**src/rtl/bcwp_pkg.sv**
```systemverilog
// Shared types, constants and arithmetic helpers for the bone collider world position unit.
// No dependencies; every other file but bcwp_checker refers to this package by scoped names.
package bcwp_pkg;

   localparam int MAX_FRAMES = 64;
   localparam int MAX_JOINTS = 32;
   localparam int MAX_BONES  = 16;

   localparam int FRAME_W = $clog2(MAX_FRAMES);
   localparam int JOINT_W = $clog2(MAX_JOINTS);
   localparam int BONE_W  = $clog2(MAX_BONES);
   localparam int POSE_W  = FRAME_W + JOINT_W;
   localparam int POSE_SLOTS = MAX_FRAMES * MAX_JOINTS;

   localparam int LANES   = 7;          // 3 position words then 4 quaternion words
   localparam int FRAC_W  = 12;
   localparam logic [31:0] ONE_FX = 32'h0000_1000;

   typedef enum logic [1:0] {
      OP_LOAD_POS  = 2'd0,
      OP_LOAD_ORI  = 2'd1,
      OP_LOAD_BONE = 2'd2,
      OP_QUERY     = 2'd3
   } op_type;

   typedef enum logic [2:0] {
      CSR_FRAME_COUNT = 3'd0,
      CSR_JOINT_COUNT = 3'd1,
      CSR_MODEL_X     = 3'd2,
      CSR_MODEL_Y     = 3'd3,
      CSR_MODEL_Z     = 3'd4,
      CSR_SCALE_X     = 3'd5,
      CSR_SCALE_Y     = 3'd6,
      CSR_SCALE_Z     = 3'd7
   } csr_idx_type;

   typedef struct packed {
      logic [6:0]  frame_count;
      logic [5:0]  joint_count;
      logic [2:0][31:0] model;
      logic [2:0][31:0] scale;
   } cfg_type;

   // One query as handed from front to back.
   typedef struct packed {
      logic              found;
      logic [1:0]        kind;
      logic              ident;      // joint out of range: identity pose
      logic [FRAC_W-1:0] frac;
      logic [2:0][31:0]  offset;
      logic [LANES-1:0][31:0] pose_a;
      logic [LANES-1:0][31:0] pose_b;
   } task_type;

   // 20.12 product: 64-bit signed product, arithmetic shift by 12, low 32 bits.
   function automatic logic [31:0] fx_mul(input logic [31:0] a, input logic [31:0] b);
      logic signed [63:0] p;
      p = $signed(a) * $signed(b);
      return p[43:12];
   endfunction

endpackage

```
**src/rtl/bcwp_queue.sv**
```systemverilog
// Two-entry queue of looked-up queries between front and back.
// Uses bcwp_pkg for the entry type.
module bcwp_queue (
   input  logic               clock,
   input  logic               reset,
   input  logic               wr_valid,
   output logic               wr_ready,
   input  bcwp_pkg::task_type wr_data,
   output logic               rd_valid,
   input  logic               rd_take,
   output bcwp_pkg::task_type rd_data
);

   bcwp_pkg::task_type mem_ff [2];
   logic       wr_ptr_ff, rd_ptr_ff;
   logic [1:0] count_ff;
   logic       do_wr, do_rd;

   assign wr_ready = (count_ff != 2'd2);
   assign rd_valid = (count_ff != 2'd0);
   assign rd_data  = mem_ff[rd_ptr_ff];
   assign do_wr    = wr_valid && wr_ready;
   assign do_rd    = rd_take && rd_valid;

   always_ff @(posedge clock) begin
      if (do_wr) mem_ff[wr_ptr_ff] <= wr_data;
   end

   always_ff @(posedge clock) begin
      if (reset) begin
         wr_ptr_ff <= 1'b0;
         rd_ptr_ff <= 1'b0;
         count_ff  <= 2'd0;
      end else begin
         if (do_wr) wr_ptr_ff <= !wr_ptr_ff;
         if (do_rd) rd_ptr_ff <= !rd_ptr_ff;
         count_ff <= count_ff + 2'(do_wr) - 2'(do_rd);
      end
   end

endmodule

```
**config.mk**
```make
export PLATFORM = sky130hd
export DESIGN_NAME = bcwp_queue
export DESIGN_NICKNAME = d
export VERILOG_FILES = /design/src/rtl/bcwp_pkg.sv /design/src/rtl/bcwp_queue.sv
export SDC_FILE = /design/constraint.sdc
export NUM_CORES = 1
export LEC_CHECK = 0
export BUFFER_PORTS_ARGS = -buffer_cell sky130_fd_sc_hd__buf_2
export CORE_AREA = 2 2 444 446
export DETAILED_ROUTE_END_ITERATION = 10
export DIE_AREA = 0 0 446 448
export GPL_TIMING_DRIVEN = 1
export PLACE_DENSITY = 0.37
export REMOVE_ABC_BUFFERS = 1
export SLEW_MARGIN = 40
export SYNTH_ARGS = -nofsm -noshare
export SYNTH_HDL_FRONTEND = slang
export SYNTH_SLANG_ARGS = --single-unit
```
**constraint.sdc**
```tcl
create_clock -name clock -period 16.1 [get_ports clock]
set_input_delay 0.805 -clock clock [delete_from_list [all_inputs] [get_ports clock]]
set_output_delay 0.805 -clock clock [all_outputs]
set_load 0.005 [all_outputs]
```
==> results.txt, run 1 <==
CTS Sinks: 1125
H-tree depth: 4
Dpl hpwl: 104 mm
Flop pwr share: 44.8%
Root Driver: clkbuf_16
DRT antenna net count: 0
Buffers on Ports: 1125
Worst hold path depth: 1
Synth Area in Compound Gates: 0.105%
Number of synthesized flops with an enable pin: 1120
Vias in the first global route: 22600
Initial core utilization: 21.4%
Final setup fails: 0
TritonCTS clock tree: built
Maximum fanout along the worst path: 73
RePlAce Congestion: 0.827
Crit path DAT: 4.47 ns
Least-Margin Pin Slew: 1.00 ns
Combinational family with the most area after synthesis: multiplexers
Status: complete, no violations
Mean number of vias per cell: 3.88
Final wirelength: 140 mm
CTS-repair resized insts: 0
IO Pins: 1126
Critical path cell sequence: buf_12 > buf_4 > buf_12 > buf_16 > buf_6 > mux2_2 > buf_2
Placed Instances: 5401
Hold Buf Count CTS: 0
Pleak: 20.0 nW
CP Launch Type: flop
Max_slew headroom: 33.3%
1st-iter DRT viols: 1175
Seq cells post-synth: 1125
Cell taking the most area after synthesis: edfxtp_1
Post-route insts no fill: 5674
Die footprint: 200000 sq um
Initial antenna violation count: 111
Yosys Warn Count: 0
Grt total ovfl: 0
Pwr Density: 149 nW/um^2
Worst Skew: 0.0267 ns
Register area share after synthesis: 81.1%
WL per Instance: 24.7 um
Area contributors post-synth: edfxtp_1, mux2_4, mux2_1
Cell mode on critical path: buf_12
Fin nets: 3568
CTS Buf Count: 139
Cell Area, Synth: 41600 sq um
Share of total power in the clock network: 35.7%
Achievable Freq: 190 MHz
Synth Instances: 1771
Multiplexer share of the synthesized area: 17.0%
CP top delay family: buffers and inverters
Avg Inst Size Synth: 23.5 sq um
Die X: 446 um
Setup CP Type: flop to primary output
Post-synth top flop: edfxtp_1
Switching power: 2.16 mW
Fin crit share: 32.8%
Synth Area in Simple Gates: 0.208%
Syn-to-layout area delta: 30.8%
Synth cell types: 27
Ratio of cells with drive above 1 in the final layout: 54.3%
Worst VDD drop: 0.0000770 V
Fillcell total: 19600
Synth top area share: 80.8%
R2R cell count: 5
Clock buffer depth: 3
Via count: 22000
Bufs and invs on worst path: 6
R2R Path Start: count_ff[0]
Rows: 162
Worst Hold Class: primary input to flop
Worst hold slack: 0.208 ns
Max-Cap Viols: 0
FFs w/ async S/R, synth: 0%
Sw Ratio: 26.6%
Min-delay src: wr_data[432]
Xor/xnor share of the synthesized area: 0.0211%
TNS Setup: 0 ns
Clock latency on the worst-skew pair: 0.79 ns
Die height: 448 um
Combinational power share: 19.5%
Post-synth top cells: edfxtp_1, mux2_1, mux2_4
DR pass1 iterations: 5
Synth Area in Adders: 0.0301%
Worst EP required: 15.29 ns
Most common cell in the netlist: edfxtp_1
Area of the core: 195000 sq um
Largest net degree at the start of global routing: 120
First-pass GRT wire length: 184 mm
RSZ-0062 raised after global routing: no
Internal: 5.95 mW
Crit. path cell count: 7
Tmin final: 5.27 ns
Postcts setup bufs: 0
CP max-delay cell: buf_6
Worst setup EP type: primary output
Final hold viol count: 0
Crit-path max cell delay: 0.65 ns
# DRC: 0
Slew Viols, Final: 0
Gr usage total: 13.4%
Clk pin slew, worst setup/hold paths: 0.06 ns
==> worst reg2reg max path: cells and delay by family, from the launching register on <==
kind | cells | cell delay, ns
buf+inv | 3 | 2.08
flops | 1 | 0.42
simple gates | 2 | 0.83
==> power by group through the flow <==
| stage | clock network (mW) | registers, mW | logic [mW] |
|---|---|---|---|
| CTS | 3.02 | 3.65 | 1.62 |
| detailed placement | 0 | 3.71 | 1.62 |
| global route | 3.12 | 3.65 | 1.69 |
| floorplan | 0 | 3.96 | 1.20 |
| global placement | 0 | 3.71 | 1.61 |
| finish | 2.89 | 3.63 | 1.58 |
==> final timing paths <==
check	endpoint	slack, ns
hold / removal	mem_ff[0][432]	0.21
hold reg to reg	rd_ptr_ff	0.51
setup reg to reg	mem_ff[1][386]	12.29
setup / recovery	rd_data[91]	10.83
==> per-stage QoR <==
stage               setup slack (ns)  utilization [%]  area (sq um)  total power [mW]
finish                         10.83             28.0         54400              8.10
global route                   10.55             27.9         54400              8.46
CTS                            10.52             27.9         54300              8.29
detailed placement             11.40             25.8         50100              5.32
global placement               11.24             25.7         50000              5.32
floorplan                      -2.01                -         40900              5.17
==> layer usage <==
layer / track usage [%] / routed length, um / up-vias
li1: - / - / 9641
met1: 14.3 / 50400 / 11100
met2: 24.0 / 73400 / 823
met3: 5.17 / 11100 / 346
met4: 4.56 / 4590 / 78
met5: 0 / 512 / -
==> layout by cell type (no fill, tap or decap), types with 5 or more instances in the layout <==
cell,instances
inv_6,7
buf_2,1125
buf_4,9
mux2_4,200
buf_6,7
clkbuf_16,139
buf_12,8
clkinv_8,6
diode_2,21
edfxtp_1,1120
mux2_2,160
clkinv_2,5
mux2_1,200
clkbuf_1,52
clkinv_1,28
==> layout make-up <==
type	instances	area [sq um]	share of cell area [%]
Clock inverter	58	499	0.917
Inverter	1	16.3	0.0299
Multi-Input combinational cell	583	7210	13.3
Sequential cell	1125	33700	62.0
Antenna cell	21	52.6	0.0966
Timing Repair Buffer	1153	6050	11.1
Clock buffer	191	3670	6.75
Tap cell	2542	3180	5.84
==> registers in the layout, indices dropped and copies added (netlist names), named ones only <==
| register | count |
|---|---|
| mem_ff | 1120 |
| count_ff | 2 |
| rd_ptr_ff | 1 |
| wr_ptr_ff | 1 |
==> cells by family after synthesis <==
| family | count (synthesis) |
|---|---|
| flip-flops | 1125 |
| multiplexers | 560 |
| buffers and inverters | 63 |
| AND/OR/NAND/NOR | 15 |
| AO/OA/AOI/OAI | 6 |
| XOR/XNOR | 1 |
| adder cells (fa/ha/maj) | 1 |
No activity file was read; power rests on OpenSTA's default activity.
==> run 2, diff against run 1 <==
- CORE_AREA: 2 2 444 446 -> 2 2 440 442
- DIE_AREA: 0 0 446 448 -> 0 0 442 444
- PLACE_DENSITY: 0.37 -> 0.39
- clock period: 16.1 -> 4.2 ns (I/O delays scaled with it)
==> run 2 against run 1 <==
Clock skew is 0.0091 ns higher. Global-route usage is 0.50 points higher. Via count is 9.4% higher. Die area is 1.8% lower. Non-clock buffer count is 610 higher. Setup slack worse by 9.6 ns. Final area is 11% higher. Sequential power grew to 3.8 times the previous value. Critical path depth is 3 lower.
==> results.txt, run 2 (same netlist as run 1, synthesis figures left out) <==
Postcts setup bufs: 0 (unchanged)
Grt total ovfl: 0 (unchanged)
Routing usage on met1: 16.4% (was 14.3%)
Worst VDD drop: 0.000335 V (was 0.0000770 V)
Crit path DAT: 2.76 ns (was 4.47 ns)
Internal: 23.4 mW (was 5.95 mW)
Vias in the first global route: 25200 (was 22600)
Pleak: 22.7 nW (was 20.0 nW)
Worst Skew: 0.0357 ns (was 0.0267 ns)
CTS-repair resized insts: 0 (unchanged)
Crit-path max cell delay: 0.63 ns (was 0.65 ns)
DR pass1 iterations: 5 (unchanged)
Dpl hpwl: 105 mm (was 104 mm)
Status: complete, no violations (unchanged)
Met3 usage: 4.43% (was 5.17%)
Most frequent cells in the layout: buf_2, edfxtp_1, dlygate4sd3_1, mux2_4, mux2_1 (was buf_2, edfxtp_1, mux2_4, mux2_1, mux2_2)
Buffers on Ports: 1125 (unchanged)
Largest register by flop count: mem_ff (unchanged)
H-tree depth: 4 (unchanged)
IO Pins: 1126 (unchanged)
Tmin final: 2.97 ns
Worst hold slack: 0.160 ns (was 0.208 ns)
Slew Viols, Final: 0 (unchanged)
Max_slew headroom: 51.8% (was 33.3%)
Fin nets: 4175 (was 3568)
R2R setup slack: 1.89 ns (was 12.29 ns)
Ratio of cells with drive above 1 in the final layout: 47.0% (was 54.3%)
Switching power: 8.46 mW (was 2.16 mW)
Achievable Freq: 336 MHz
Fin crit share: 70.8%
Clock latency on the worst-skew pair: 0.77 ns (was 0.79 ns)
Mean number of vias per cell: 3.85 (was 3.88)
1st-iter DRT viols: 1293 (was 1175)
Final hold viol count: 0 (unchanged)
Via count: 24100 (was 22000)
RePlAce Congestion: 0.843 (was 0.827)
Combinational power share: 21.3% (was 19.5%)
GR Util met2: 23.9% (was 24.0%)
Initial antenna violation count: 33 (was 111)
Pwr Total: 31.8 mW (was 8.10 mW)
Die height: 444 um (was 448 um)
# DRC: 0 (unchanged)
Setup CP Type: flop to primary output (unchanged)
Worst EP required: 3.99 ns (was 15.29 ns)
CTS Buf Count: 136 (was 139)
Biggest regs: mem_ff: 1120 flops, count_ff: 2 flops (unchanged)
TNS Setup: 0 ns (unchanged)
First-pass GRT wire length: 193 mm (was 184 mm)
TritonCTS clock tree: built (unchanged)
Worst Hold Class: primary input to flop (unchanged)
DRT antenna net count: 0 (unchanged)
CP Launch Type: flop (unchanged)
Clock buffer depth: 3 (unchanged)
Busiest layer in global routing: met2 (unchanged)
Clk pin slew, worst setup/hold paths: 0.06 ns (about the same)
RSZ-0062 raised after global routing: no (unchanged)
Final wirelength: 140 mm (about the same)
Final Core Density: 31.6% (was 28.0%)
Share of total power in the clock network: 35.1% (was 35.7%)
Max reg flops: 1120 (unchanged)
Area of the core: 192000 sq um (was 195000 sq um)
Final instance area: 60500 sq um (was 54400 sq um)
Final setup fails: 0 (unchanged)
Rows: 161 (was 162)
CTS Sinks: 1125 (unchanged)
Placed Area: 50600 sq um (was 50100 sq um)
Pwr Density: 526 nW/um^2 (was 149 nW/um^2)
Syn-to-layout area delta: 45.5% (was 30.8%)
Most common cell after layout, fill and taps aside: buf_2 (unchanged)
Max-Cap Viols: 0 (unchanged)
Die X: 442 um (was 446 um)
Root Driver: clkbuf_16 (unchanged)
Die footprint: 196000 sq um (was 200000 sq um)
Critical path cell sequence: buf_12 > buf_4 > mux2_2 > buf_2 (was buf_12 > buf_4 > buf_12 > buf_16 > buf_6 > mux2_2 > buf_2)
Sw Ratio: 26.6% (about the same)
Worst setup EP type: primary output (unchanged)
Flop pwr share: 43.6% (was 44.8%)
CP max-delay cell: dfxtp_4 (was buf_6)
Least-Margin Pin Slew: 0.723 ns (was 1.00 ns)
Largest net degree at the start of global routing: 85 (was 120)
Gr usage total: 13.9% (was 13.4%)
WL per Instance: 22.4 um (was 24.7 um)
Maximum fanout along the worst path: 34 (was 73)
Initial core utilization: 21.7% (was 21.4%)
## run 2: timing repair
item | in CTS | in global routing
hold buffers | 564 | 0
endpoints found under the setup margin | 0 | 0
hold endpoints to repair | 1125 | 0
## run 2: layout make-up
class	count	area, sq um
clock buffers	171	3600
repair buffers	1763	12100
flip-flops and latches	1125	33700
well taps	2526	3160
clock inverters	71	647
multi-input cells	583	7210
fillers	19100	131000
diodes	10	25.0
inverters	1	16.3
## run 2: power groups by stage
stage	logic, mW	registers (mW)	clock network, mW
floorplan	2.84	15.0	0
global placement	6.46	14.2	0
detailed placement	6.49	14.1	0
CTS	7.01	13.9	11.6
global route	7.24	14.0	12.0
finish	6.77	13.9	11.2
## run 2: final timing paths
| kind | startpoint | endpoint | cells after the start |
|---|---|---|---|
| worst max-delay path | flop | rd_data[58] | 4 |
| worst max register to register | count_ff[0] | mem_ff[0][554] | 4 |
| worst min register to register | rd_ptr_ff | rd_ptr_ff | 2 |
| worst min-delay path | wr_data[146] | mem_ff[0][146] | 2 |
## run 2: worst max-delay path: cells and delay by family, from the launching register on
family   cells  cell delay (ns)
mux          1             0.42
flops        1             0.63
buf+inv      3             0.85
## run 2: layer usage
| layer | routed length (um) | share of wire [%] | up-vias |
|---|---|---|---|
| met5 | 206 | 0.15 | - |
| met4 | 3840 | 2.7 | 22 |
| met3 | 9050 | 6.5 | 205 |
| li1 | - | - | 10800 |
| met1 | 56600 | 40 | 12200 |
| met2 | 70600 | 50 | 786 |
## run 2: through the flow
| step | cells | worst slack, ns |
|---|---|---|
| CTS | 6240 | 1.04 |
| floorplan | 1709 | -13.32 |
| global placement | 5433 | 1.80 |
| finish | 6250 | 1.23 |
| detailed placement | 5434 | 1.85 |
| global route | 6248 | 1.03 |
==> run 3, diff against run 2 <==
- ABC_AREA: unset -> 1
- PLACE_DENSITY: 0.39 -> 0.4
- clock period: 4.2 -> 2.5 ns (I/O delays scaled with it)
==> run 3 against run 2 <==
Sequential cell count did not move. Sequential power rose by 76%. Combinational power grew 140%. Critical path type unchanged. Critical endpoint is now rd_data[338]. Highest routed layer unchanged.
==> results.txt, run 3 <==
Status: complete, no violations (unchanged)
Max_slew headroom: 63.6% (was 51.8%)
Post-synth top cells: edfxtp_1, mux2_4, mux2_2 (was edfxtp_1, mux2_1, mux2_4)
Avg Inst Size Synth: 23.8 sq um (was 23.5 sq um)
Maximum fanout along the worst path: 20 (was 34)
Initial core utilization: 22.1% (was 21.7%)
Clk pin slew, worst setup/hold paths: 0.06 ns (about the same)
Clock latency on the worst-skew pair: 0.77 ns (about the same)
TritonCTS clock tree: built (unchanged)
Initial antenna violation count: 42 (was 33)
Largest net degree at the start of global routing: 66 (was 85)
Least-Margin Pin Slew: 0.545 ns (was 0.723 ns)
Max reg flops: 1120 (unchanged)
Biggest regs: mem_ff: 1120 flops, count_ff: 2 flops (unchanged)
Synth Instances: 1778 (was 1771)
Rows: 161 (unchanged)
Internal: 42.8 mW (was 23.4 mW)
Via count: 24300 (was 24100)
Dpl hpwl: 108 mm (was 105 mm)
Die X: 442 um (unchanged)
Multi-input logic area: 7980 sq um (was 7210 sq um)
R2R Path Start: count_ff[0] (unchanged)
Reg area: 33700 sq um (unchanged)
Worst VDD drop: 0.000655 V (was 0.000335 V)
TNS Setup: 0 ns (unchanged)
Gr usage total: 14.2% (was 13.9%)
Min-delay src: wr_data[23] (was wr_data[146])
Syn-to-layout area delta: 47.1% (was 45.5%)
Tmin final: 2.42 ns
Pwr Density: 953 nW/um^2 (was 526 nW/um^2)
Cell Area, Synth: 42300 sq um (was 41600 sq um)
IO Pins: 1126 (unchanged)
Clock buffer depth: 3 (unchanged)
Ratio of cells with drive above 1 in the final layout: 52.5% (was 47.0%)
Sw Ratio: 27.9% (was 26.6%)
DR pass1 iterations: 5 (unchanged)
First-pass GRT wire length: 198 mm (was 193 mm)
Post-route insts no fill: 6300 (was 6250)
H-tree depth: 4 (unchanged)
DRT antenna net count: 0 (unchanged)
Combinational power share: 27.2% (was 21.3%)
Fin nets: 4217 (was 4175)
Seq cells post-synth: 1125 (unchanged)
Worst Hold Class: primary input to flop (unchanged)
Cell taking the most area after synthesis: edfxtp_1 (unchanged)
Achievable Freq: 413 MHz
Worst setup EP type: primary output (unchanged)
CTS Buf Count: 138 (was 136)
Number of synthesized flops with an enable pin: 1120 (unchanged)
Flop pwr share: 41.2% (was 43.6%)
Root Driver: clkbuf_16 (unchanged)
Final setup fails: 0 (unchanged)
Largest register by flop count: mem_ff (unchanged)
Pwr Total: 59.4 mW (was 31.8 mW)
Synth cell types: 16 (was 27)
Register area share after synthesis: 79.7% (was 81.1%)
CTS Sinks: 1125 (unchanged)
Yosys Warn Count: 0 (unchanged)
FFs w/ async S/R, synth: 0% (unchanged)
Area contributors post-synth: edfxtp_1, mux2_4, mux2_2 (was edfxtp_1, mux2_4, mux2_1)
Post-synth top flop: edfxtp_1 (unchanged)
Mean number of vias per cell: 3.86 (was 3.85)
Setup WS pre-CTS: 0.299 ns (was 1.85 ns)
Crit path DAT: 2.30 ns (was 2.76 ns)
# DRC: 0 (unchanged)
Pleak: 23.8 nW (was 22.7 nW)
RSZ-0062 raised after global routing: yes (was no)
CP Launch Type: flop (unchanged)
Worst EP required: 2.38 ns (was 3.99 ns)
1st-iter DRT viols: 1375 (was 1293)
Most common cell in the netlist: edfxtp_1 (unchanged)
RePlAce Congestion: 0.862 (was 0.843)
Final Core Density: 32.5% (was 31.6%)
Most common cell after layout, fill and taps aside: edfxtp_1 (was buf_2)
Max-Cap Viols: 0 (unchanged)
Worst Skew: 0.0169 ns (was 0.0357 ns)
Slew Viols, Final: 0 (unchanged)
Placed Instances: 5454 (was 5434)
Final wirelength: 145 mm (was 140 mm)
Buffers on Ports: 1125 (unchanged)
Grt total ovfl: 0 (unchanged)
Fillcell total: 18800 (was 19100)
Final hold viol count: 0 (unchanged)
Fin crit share: 96.9%
Die height: 444 um (unchanged)
Most frequent cells in the layout: edfxtp_1, buf_2, dlygate4sd3_1, mux2_4, mux2_2 (was buf_2, edfxtp_1, dlygate4sd3_1, mux2_4, mux2_1)
WL per Instance: 23.0 um (was 22.4 um)
Synth top area share: 79.4% (was 80.8%)
Switching power: 16.6 mW (was 8.46 mW)
Vias in the first global route: 25500 (was 25200)
Final WS setup: 0.0763 ns (was 1.23 ns)
Area of the core: 192000 sq um (unchanged)
Share of total power in the clock network: 31.7% (was 35.1%)
Die footprint: 196000 sq um (unchanged)
Setup CP Type: flop to primary output (unchanged)
run 3: cell count changes after synthesis, sizes merged, moves of 2 or more:
cell / change
nor2: +5
nor2b: -2
inv: +7
nand2: +8
o21ai: -2
and3: -2
run 3: worst max-delay path, stage by stage (launching register included):
cell,delay [ns]
dfxtp_4,0.43
buf_16,0.22
buf_12,0.15
buf_16,0.20
mux2_4,0.31
buf_2,0.15
run 3: cells by family (layout without fill, tap and decap cells):
logic type | count (synthesis) | after routing | synth area share (%)
AOI/OAI and AO/OA | 2 | 2 | 0.0236
xor gates and xnor gates | 1 | 1 | 0.0207
adders and majority gates | 1 | 1 | 0.0295
buffers and inverters | 70 | 2052 | 1.64
DFF | 1125 | 1125 | 79.7
muxes | 560 | 560 | 18.4
other | 0 | 14 | 0
and+or+nand+nor | 19 | 19 | 0.174
run 3: through the flow:
step	hold WS, ns	instance area (sq um)
floorplan	0.196	41700
global placement	0.312	51600
detailed placement	0.316	51600
CTS	0.000254	62100
global route	0.00992	62300
finish	0.0782	62300
run 3: what timing repair did:
item / CTS / global route
hold buffers: 567 / 0
hold endpoints to repair: 1125 / 0
gates cloned: 9 / 1
setup endpoints to repair: 155 / 148
resized for setup: 48 / 18
setup buffers: 4 / 3
run 3: layer usage:
| metal | wire length (um) | share of wire [%] | track usage [%] |
|---|---|---|---|
| met1 | 58400 | 40 | 16.9 |
| met2 | 74700 | 51 | 25.1 |
| met3 | 8420 | 5.8 | 4.12 |
| met4 | 3390 | 2.3 | 3.81 |
| met5 | 137 | 0.094 | 0 |
run 3: final timing paths:
| path | cells past startpoint | slack (ns) | to |
|---|---|---|---|
| min | 2 | 0.08 | mem_ff[0][23] |
| max reg2reg | 6 | 0.40 | mem_ff[1][106] |
| max | 5 | 0.08 | rd_data[338] |
| min reg2reg | 2 | 0.51 | flop |
run 3: cell type report:
class / count / share of cell area (%)
flip-flops and latches: 1125 / 54.2
repair buffers: 1796 / 21.1
multi-input cells: 583 / 12.8
clock buffers: 169 / 5.83
well taps: 2526 / 5.07
clock inverters: 79 / 0.956
diodes: 14 / 0.0562
inverters: 8 / 0.0482
run 3: power by group through the flow:
stage	Combinational [mW]	Sequential (mW)	Clock [mW]
floorplan	3.34	23.6	0
global placement	14.9	24.8	0
detailed placement	14.8	24.9	0
CTS	16.5	24.5	19.5
global route	17.1	24.7	20.2
finish	16.1	24.4	18.8
